==> config.mk <==
export PLATFORM = sky130hd
export DESIGN_NAME = battery_fault_monitor
export DESIGN_NICKNAME = d
export VERILOG_FILES = /design/src/rtl/bfm_pkg.sv /design/src/rtl/battery_fault_monitor.sv
export SDC_FILE = /design/constraint.sdc
export NUM_CORES = 1
export LEC_CHECK = 0
export BUFFER_PORTS_ARGS = -buffer_cell sky130_fd_sc_hd__buf_2
export CORE_MARGIN = 2
export CORE_UTILIZATION = 50
export CTS_BUF_LIST = sky130_fd_sc_hd__clkbuf_8
export DETAILED_ROUTE_END_ITERATION = 12
export PLACE_DENSITY = 0.68
export SYNTH_ARGS = -nofsm -noshare
export SYNTH_HDL_FRONTEND = slang
export SYNTH_SLANG_ARGS = --single-unit
==> constraint.sdc <==
create_clock -name clk -period 15.3 [get_ports clk]
set_clock_uncertainty 0.15 [all_clocks]
set_input_delay 0.765 -clock clk [delete_from_list [all_inputs] [get_ports clk]]
set_output_delay 0.765 -clock clk [all_outputs]
set_load 0.005 [all_outputs]
==> src/rtl/bfm_pkg.sv <==
// Shared constants and types for the battery fault monitor.
`default_nettype none

package bfm_pkg;

  // Fixed field widths
  localparam int SAMPLE_W = 17;
  localparam int AGE_W    = 32;
  localparam int FAULT_W  = 10;
  localparam int MV_W     = 16;
  localparam int TEMP_W   = 16;
  localparam int CFG_W    = 32;
  localparam int CFG_IDX_W = 3;
  localparam int SPREAD_W = 12;

  typedef logic [FAULT_W-1:0] fault_t;
  typedef logic [1:0]         op_t;
  typedef logic [CFG_IDX_W-1:0] cfg_idx_t;

  // Sample kinds
  localparam op_t OP_VOLT = 2'd0;
  localparam op_t OP_TEMP = 2'd1;
  localparam op_t OP_CURR = 2'd2;

  // Register indexes
  localparam cfg_idx_t REG_VOLT_OVER    = 3'd0;
  localparam cfg_idx_t REG_VOLT_UNDER   = 3'd1;
  localparam cfg_idx_t REG_CHARGE       = 3'd2;
  localparam cfg_idx_t REG_DISCHARGE    = 3'd3;
  localparam cfg_idx_t REG_TEMP_HIGH    = 3'd4;
  localparam cfg_idx_t REG_TEMP_SPREAD  = 3'd5;
  localparam cfg_idx_t REG_STALE_TIMEOUT = 3'd6;

  // Fault bit positions
  localparam int FB_STALE  = 0;
  localparam int FB_COV    = 1;
  localparam int FB_WOV    = 2;
  localparam int FB_CUV    = 3;
  localparam int FB_WUV    = 4;
  localparam int FB_COC    = 5;
  localparam int FB_WOC    = 6;
  localparam int FB_COT    = 7;
  localparam int FB_WOT    = 8;
  localparam int FB_SPREAD = 9;

  // Running value start points
  localparam logic [MV_W-1:0]          VMAX_START = 16'd0;
  localparam logic [MV_W-1:0]          VMIN_START = 16'd5000;
  localparam logic signed [TEMP_W-1:0] TMAX_START = -16'sd1000;
  localparam logic signed [TEMP_W-1:0] TMIN_START = 16'sd1000;

endpackage

`default_nettype wire

==> src/rtl/battery_fault_monitor.sv <==
// Battery fault monitor: threshold, stale and spread checks over a pass of samples.
//
// Takes one request per clock when not stalled. Each request is a cell voltage,
// temperature or pack current sample that passes through an input register and
// one stage of compare and running max/min logic, so the block sustains one
// request per cycle; a pass result is loaded into the result register when its
// last request leaves the input register. Only a request that ends a pass can wait:
// it stays in the input register, and stalls the input, while the previous
// result is still held by a result stall. The only loop is the running state
// (pass faults, latched word, voltage and temperature extremes), updated in that
// single stage whenever a request advances. Configuration registers are written
// through the plain write port only while idle; the user, not the block, ensures it.
`default_nettype none

module battery_fault_monitor #(
  parameter int SAMPLE_BITS = 16
) (
  input  wire                                   clk,
  input  wire                                   rst_n,
  // configuration
  input  wire                                   cfg_write_en,
  input  wire  [bfm_pkg::CFG_IDX_W-1:0]         cfg_index,
  input  wire  [bfm_pkg::CFG_W-1:0]             cfg_data,
  // request channel
  input  wire                                   in_valid,
  output logic                                  in_stall,
  input  wire  [1:0]                            in_operation,
  input  wire  signed [bfm_pkg::SAMPLE_W-1:0]   in_sample,
  input  wire  [bfm_pkg::AGE_W-1:0]             in_age_ms,
  input  wire                                   in_clear_request,
  input  wire                                   in_last_of_pass,
  // result channel
  output logic                                  out_valid,
  input  wire                                   out_stall,
  output logic [bfm_pkg::FAULT_W-1:0]           out_pass_faults,
  output logic [bfm_pkg::FAULT_W-1:0]           out_latched_faults,
  output logic [bfm_pkg::MV_W-1:0]              out_cell_max_mv,
  output logic [bfm_pkg::MV_W-1:0]              out_cell_min_mv
);

  // Compare width covers the sample and the 16-bit limits with sign room
  localparam int CW = ((SAMPLE_BITS > 16) ? SAMPLE_BITS : 16) + 2;
  localparam logic signed [CW-1:0] V_SAT  = CW'(65535);
  localparam logic signed [CW-1:0] T_HI   = CW'(32767);
  localparam logic signed [CW-1:0] T_LO   = -(CW'(32768));

  // Configuration registers
  logic [31:0]                     volt_over_r, volt_under_r, charge_r, discharge_r;
  logic [31:0]                     temp_high_r, stale_r;
  logic [bfm_pkg::SPREAD_W-1:0]    spread_lim_r;

  // Input stage
  logic                            s1_valid_r;
  bfm_pkg::op_t                    s1_op_r;
  logic [bfm_pkg::SAMPLE_W-1:0]    s1_sample_r;
  logic [bfm_pkg::AGE_W-1:0]       s1_age_r;
  logic                            s1_clear_r, s1_last_r;

  // Running state
  bfm_pkg::fault_t                 pend_r, pend_nxt;
  bfm_pkg::fault_t                 latch_r, latch_nxt;
  logic [bfm_pkg::MV_W-1:0]        vmax_r, vmax_nxt, vmin_r, vmin_nxt;
  logic signed [bfm_pkg::TEMP_W-1:0] tmax_r, tmax_nxt, tmin_r, tmin_nxt;

  // Result register
  logic                            out_valid_r;
  bfm_pkg::fault_t                 out_pass_r, out_latch_r;
  logic [bfm_pkg::MV_W-1:0]        out_vmax_r, out_vmin_r;

  logic                            s1_adv, in_take, out_load;
  logic [SAMPLE_BITS-1:0]          raw;
  logic signed [CW-1:0]            volt_c, samp_c;
  logic [bfm_pkg::MV_W-1:0]        vs16;
  logic signed [bfm_pkg::TEMP_W-1:0] ts16;
  logic signed [CW-1:0]            ov_crit, ov_warn, uv_crit, uv_warn;
  logic signed [CW-1:0]            ch_crit, ch_warn, dis_crit, dis_warn, ot_crit, ot_warn;
  logic                            stale;
  bfm_pkg::fault_t                 item_f, pass_f;
  logic signed [bfm_pkg::TEMP_W:0] spread;

  // Handshake: an item without a result always moves on
  assign s1_adv   = s1_valid_r && (!s1_last_r || !out_valid_r || !out_stall);
  assign in_stall = s1_valid_r && !s1_adv;
  assign in_take  = in_valid && !in_stall;
  assign out_load = s1_adv && s1_last_r;

  // Take the low SAMPLE_BITS bits of the sample, zero above the field
  for (genvar i = 0; i < SAMPLE_BITS; i++) begin : g_raw
    if (i < bfm_pkg::SAMPLE_W) begin : g_bit
      assign raw[i] = s1_sample_r[i];
    end else begin : g_zero
      assign raw[i] = 1'b0;
    end
  end

  // Extend sample and limits to the compare width
  assign volt_c  = $signed({{(CW-SAMPLE_BITS){1'b0}}, raw});
  assign samp_c  = $signed({{(CW-SAMPLE_BITS){raw[SAMPLE_BITS-1]}}, raw});
  assign ov_crit = $signed({{(CW-16){1'b0}}, volt_over_r[31:16]});
  assign ov_warn = $signed({{(CW-16){1'b0}}, volt_over_r[15:0]});
  assign uv_crit = $signed({{(CW-16){1'b0}}, volt_under_r[31:16]});
  assign uv_warn = $signed({{(CW-16){1'b0}}, volt_under_r[15:0]});
  assign ch_crit  = $signed({{(CW-16){charge_r[31]}}, charge_r[31:16]});
  assign ch_warn  = $signed({{(CW-16){charge_r[15]}}, charge_r[15:0]});
  assign dis_crit = $signed({{(CW-16){discharge_r[31]}}, discharge_r[31:16]});
  assign dis_warn = $signed({{(CW-16){discharge_r[15]}}, discharge_r[15:0]});
  assign ot_crit  = $signed({{(CW-16){temp_high_r[31]}}, temp_high_r[31:16]});
  assign ot_warn  = $signed({{(CW-16){temp_high_r[15]}}, temp_high_r[15:0]});

  // Saturate values for the running extremes
  assign vs16 = (volt_c > V_SAT) ? 16'hFFFF : volt_c[15:0];
  always_comb begin
    if (samp_c > T_HI) begin
      ts16 = 16'sh7FFF;
    end else if (samp_c < T_LO) begin
      ts16 = -16'sh8000;
    end else begin
      ts16 = samp_c[15:0];
    end
  end

  assign stale = s1_age_r > stale_r;

  // Check the item and update running values
  always_comb begin
    item_f   = '0;
    vmax_nxt = vmax_r;
    vmin_nxt = vmin_r;
    tmax_nxt = tmax_r;
    tmin_nxt = tmin_r;
    case (s1_op_r)
      bfm_pkg::OP_VOLT: begin
        item_f[bfm_pkg::FB_STALE] = stale;
        if (vs16 > vmax_r) vmax_nxt = vs16;
        if (vs16 < vmin_r) vmin_nxt = vs16;
        if (volt_c > ov_crit) item_f[bfm_pkg::FB_COV] = 1'b1;
        else if (volt_c > ov_warn) item_f[bfm_pkg::FB_WOV] = 1'b1;
        if (volt_c < uv_crit) item_f[bfm_pkg::FB_CUV] = 1'b1;
        else if (volt_c < uv_warn) item_f[bfm_pkg::FB_WUV] = 1'b1;
      end
      bfm_pkg::OP_TEMP: begin
        item_f[bfm_pkg::FB_STALE] = stale;
        if (ts16 > tmax_r) tmax_nxt = ts16;
        if (ts16 < tmin_r) tmin_nxt = ts16;
        if (samp_c > ot_crit) item_f[bfm_pkg::FB_COT] = 1'b1;
        else if (samp_c > ot_warn) item_f[bfm_pkg::FB_WOT] = 1'b1;
      end
      bfm_pkg::OP_CURR: begin
        if (samp_c > ch_crit || samp_c < dis_crit) item_f[bfm_pkg::FB_COC] = 1'b1;
        else if (samp_c > ch_warn || samp_c < dis_warn) item_f[bfm_pkg::FB_WOC] = 1'b1;
      end
      default: begin
        item_f = '0;
      end
    endcase
  end

  // Close the pass: spread check, then merge into the latched word
  assign spread = {tmax_nxt[15], tmax_nxt} - {tmin_nxt[15], tmin_nxt};
  always_comb begin
    pass_f = pend_r | item_f;
    if (spread > $signed({5'b0, spread_lim_r})) begin
      pass_f[bfm_pkg::FB_SPREAD] = 1'b1;
    end
    pend_nxt  = pend_r | item_f;
    latch_nxt = s1_clear_r ? '0 : latch_r;
    if (s1_last_r) begin
      latch_nxt = latch_nxt | pass_f;
    end
  end

  // Write configuration registers
  always_ff @(posedge clk) begin
    if (!rst_n) begin
      volt_over_r  <= '0;
      volt_under_r <= '0;
      charge_r     <= '0;
      discharge_r  <= '0;
      temp_high_r  <= '0;
      spread_lim_r <= '0;
      stale_r      <= '0;
    end else if (cfg_write_en) begin
      case (cfg_index)
        bfm_pkg::REG_VOLT_OVER:     volt_over_r  <= cfg_data;
        bfm_pkg::REG_VOLT_UNDER:    volt_under_r <= cfg_data;
        bfm_pkg::REG_CHARGE:        charge_r     <= cfg_data;
        bfm_pkg::REG_DISCHARGE:     discharge_r  <= cfg_data;
        bfm_pkg::REG_TEMP_HIGH:     temp_high_r  <= cfg_data;
        bfm_pkg::REG_TEMP_SPREAD:   spread_lim_r <= cfg_data[bfm_pkg::SPREAD_W-1:0];
        bfm_pkg::REG_STALE_TIMEOUT: stale_r      <= cfg_data;
        default: begin
        end
      endcase
    end
  end

  // Hold the accepted request in the input register
  always_ff @(posedge clk) begin
    if (!rst_n) begin
      s1_valid_r <= 1'b0;
    end else if (in_take) begin
      s1_valid_r <= 1'b1;
    end else if (s1_adv) begin
      s1_valid_r <= 1'b0;
    end
  end

  always_ff @(posedge clk) begin
    if (in_take) begin
      s1_op_r     <= in_operation;
      s1_sample_r <= in_sample;
      s1_age_r    <= in_age_ms;
      s1_clear_r  <= in_clear_request;
      s1_last_r   <= in_last_of_pass;
    end
  end

  // Advance running state; restart it at the end of a pass
  always_ff @(posedge clk) begin
    if (!rst_n) begin
      pend_r  <= '0;
      latch_r <= '0;
      vmax_r  <= bfm_pkg::VMAX_START;
      vmin_r  <= bfm_pkg::VMIN_START;
      tmax_r  <= bfm_pkg::TMAX_START;
      tmin_r  <= bfm_pkg::TMIN_START;
    end else if (s1_adv) begin
      latch_r <= latch_nxt;
      if (s1_last_r) begin
        pend_r <= '0;
        vmax_r <= bfm_pkg::VMAX_START;
        vmin_r <= bfm_pkg::VMIN_START;
        tmax_r <= bfm_pkg::TMAX_START;
        tmin_r <= bfm_pkg::TMIN_START;
      end else begin
        pend_r <= pend_nxt;
        vmax_r <= vmax_nxt;
        vmin_r <= vmin_nxt;
        tmax_r <= tmax_nxt;
        tmin_r <= tmin_nxt;
      end
    end
  end

  // Result register: load on end of pass, drop when taken
  always_ff @(posedge clk) begin
    if (!rst_n) begin
      out_valid_r <= 1'b0;
    end else if (out_load) begin
      out_valid_r <= 1'b1;
    end else if (!out_stall) begin
      out_valid_r <= 1'b0;
    end
  end

  always_ff @(posedge clk) begin
    if (out_load) begin
      out_pass_r  <= pass_f;
      out_latch_r <= latch_nxt;
      out_vmax_r  <= vmax_nxt;
      out_vmin_r  <= vmin_nxt;
    end
  end

  assign out_valid          = out_valid_r;
  assign out_pass_faults    = out_pass_r;
  assign out_latched_faults = out_latch_r;
  assign out_cell_max_mv    = out_vmax_r;
  assign out_cell_min_mv    = out_vmin_r;

endmodule

`default_nettype wire
==> metrics <==
CTS Buf Count=70; endpoint class of the critical path=flop; ratio of cells with drive above 1 in the final layout=11.7%; RSZ-0062 raised after global routing=no; via count=17900; commonest cells after routing, fill and taps aside=nand2_1, inv_1, dfxtp_1; Die H=214 µm; First-pass DRT Iterations=5; Reg clk slew, reported paths=0.06 ns; Slew Limit Fails=0; core area=0.0433 mm²; chip width=214 µm; run status=finished clean; H-tree Lvls=3; routed len/inst=17.8 µm; # setup viols final=0; Netlist Area Pre-Place=0.0220 mm²; TNS Setup=0 ns; Max-Cap Viols=0; GRT Overall Usage=25.5%; vias in the first global route=17400; Congestion Overflow GR=0; DR vias/cell=5.49; PwrDens=95.5 mW/mm²; # nets final=2987; HP Class=in -> reg; period utilization=43.5%; first-pass GRT wire length=93000 µm; minimum clock period=6.66 ns; Starting Density=50.9%; Setup Buffers After CTS=0; Final ANT Viol Nets=0; Area Overhead vs Synth=11.7%; worst slew pin tran=1.20 ns; largest net degree at the start of global routing=112; CP startpoint kind=flop; Total Die Area=0.0458 mm²; max_slew headroom=19.9%; CP Max Fanout=30; Lkg Pwr=0.00952 µW; Synth top area share=26.3%; clk sinks=393; I/O Buffers=145; post-DP HPWL=39700 µm; post-cts gate resize count=0; Worst Path Required=15.52 ns; I/O pin cnt=147; Residual DRC=0; hold_ws=0.153 ns; Longest Clk Path Bufs=3; initial antenna violation count=2; final hold viol count=0; Async SR Flop Fraction=0%; synth warn=0; VDD IR max=0.0917 mV; row cnt=76; synthesis-stage register bit count=393; clk root buf=clkbuf_8; sequential share of the synthesized area=40.4%; most common cell after layout, fill and taps aside=nand2_1; Synth area leader=dfxtp_1; total wire length=58100 µm; initial drt markers=1273; CTS tree=done; Crit Path Class=reg -> reg; Synthesized Nets=2861; hold_buf cts=0; fmax=0.150 GHz; number of synthesized flops with an enable pin=104; Distinct cells, synth=83; Clk Latency, worst-skew pair=0.64 ns; routability cong.=0.880; Mapped Cells=2489; Final Power=2350 µW; Top FF cell, synth=dfxtp_1; Worst Path Arrival=6.88 ns; top cells by area, synth=dfxtp_1, ha_1, edfxtp_1; Mean Syn Cell Area=8.85 µm²
layer usage:
layer,up-vias,wire [µm],track usage [%]
li1,8837,-,-
met1,8382,26800,34.2
met2,516,26300,41.8
met3,125,3210,4.22
met4,0,1800,8.83
met5,-,0,0
cell families (layout without fill, tap and decap cells):
group | Yosys count | after routing | synth area share [%]
flops | 393 | 393 | 40.4
simple gates | 764 | 764 | 15.1
xor+xnor | 9 | 9 | 0.358
other cells | 0 | 2 | 0
compound gates | 600 | 600 | 19.3
mux | 34 | 34 | 1.64
fa+ha+maj | 279 | 279 | 15.9
buf+inv | 410 | 589 | 7.28
final cells by class:
type	count	area [µm²]
Sequential cell	393	8910
Antenna cell	2	5.00
Clock inverter	41	198
Inverter	283	1060
Multi-Input combinational cell	1686	11600
Tap cell	585	732
Clock buffer	84	1160
Timing Repair Buffer	181	998
Fill cell	3839	18700
power by group:
| part | switching, µW | leakage, µW | internal, µW | total, µW |
|---|---|---|---|---|
| sequential | 11.2 | 0.00332 | 1100 | 1110 |
| clock | 440 | 0.000794 | 513 | 953 |
| combinational | 182 | 0.00540 | 109 | 291 |
| total | 634 | 0.00952 | 1720 | 2350 |
state kept, by name (all words and copies together) (netlist names), 16 cells and up:
name	cells
discharge_r	32
s1_age_r	32
stale_r	32
out_cell_max_mv	16
out_cell_min_mv	16
tmin_r	16
vmax_r	16
vmin_r	16
tmax_r	16
s1_sample_r	16
charge_r	32
volt_under_r	32
volt_over_r	32
temp_high_r	32
path summary, 6_finish.rpt:
check                           startpoint  slack [ns]  depth (start not counted)                         endpoint
hold / removal                in_sample[7]        0.15                          1         s1_sample_r[7]$_DFFE_PP_
setup reg to reg  s1_sample_r[3]$_DFFE_PP_        8.64                         27  out_latched_faults[9]$_DFFE_PP_
setup / recovery  s1_sample_r[3]$_DFFE_PP_        8.64                         27  out_latched_faults[9]$_DFFE_PP_
hold reg to reg     pend_r[1]$_SDFFE_PN0P_        0.29                          2           pend_r[1]$_SDFFE_PN0P_
stage by stage:
step | setup WS (ns) | instances | utilization [%] | area, µm²
finish | 8.64 | 3255 | 56.9 | 24600
global route | 8.15 | 3255 | 56.9 | 24600
CTS | 8.71 | 3253 | 56.9 | 24600
detailed placement | 8.75 | 3128 | 53.7 | 23300
global placement | 8.87 | 3128 | 53.7 | 23300
floorplan | 9.54 | 2489 | - | 22000
Yosys cell counts, types with 11 or more instances:
| cell type | n |
|---|---|
| a211oi_1 | 13 |
| a21boi_0 | 208 |
| a21o_1 | 43 |
| a21oi_1 | 69 |
| a22o_1 | 33 |
| a31oi_1 | 15 |
| clkbuf_1 | 113 |
| dfxtp_1 | 289 |
| edfxtp_1 | 104 |
| ha_1 | 278 |
| inv_1 | 282 |
| mux2i_1 | 17 |
| nand2_1 | 504 |
| nand2b_1 | 16 |
| nand3_1 | 49 |
| nand4_1 | 44 |
| nor2_1 | 61 |
| nor2b_1 | 24 |
| nor3_1 | 23 |
| nor4_1 | 11 |
| o211ai_1 | 21 |
| o21a_1 | 21 |
| o21ai_0 | 75 |
| o21ai_1 | 20 |
| o31ai_1 | 14 |
worst max-delay path, cell delays in order (launching register included):
cell and delay (ns):
edfxtp_1 0.36, buf_4 0.27, ha_1 0.36, nand3_1 0.11, a21oi_1 0.15, o31ai_1 0.08, a21boi_1 0.14, o21bai_1 0.12
a21oi_2 0.82, mux2i_1 0.46, inv_1 0.09, ha_1 0.29, nor2b_1 0.14, o31ai_1 0.35, a22oi_2 0.20, nand2_1 0.15
nand2b_1 0.06, a21oi_1 0.18, xnor2_1 0.12, ha_1 0.30, nand2_1 0.08, nor4_1 0.29, nand4_1 0.12, a21bo_2 0.22
o2111ai_1 0.17, a2111oi_4 0.27, a21oi_2 0.12, a22o_1 0.19
(Power assumes the default switching activity.)
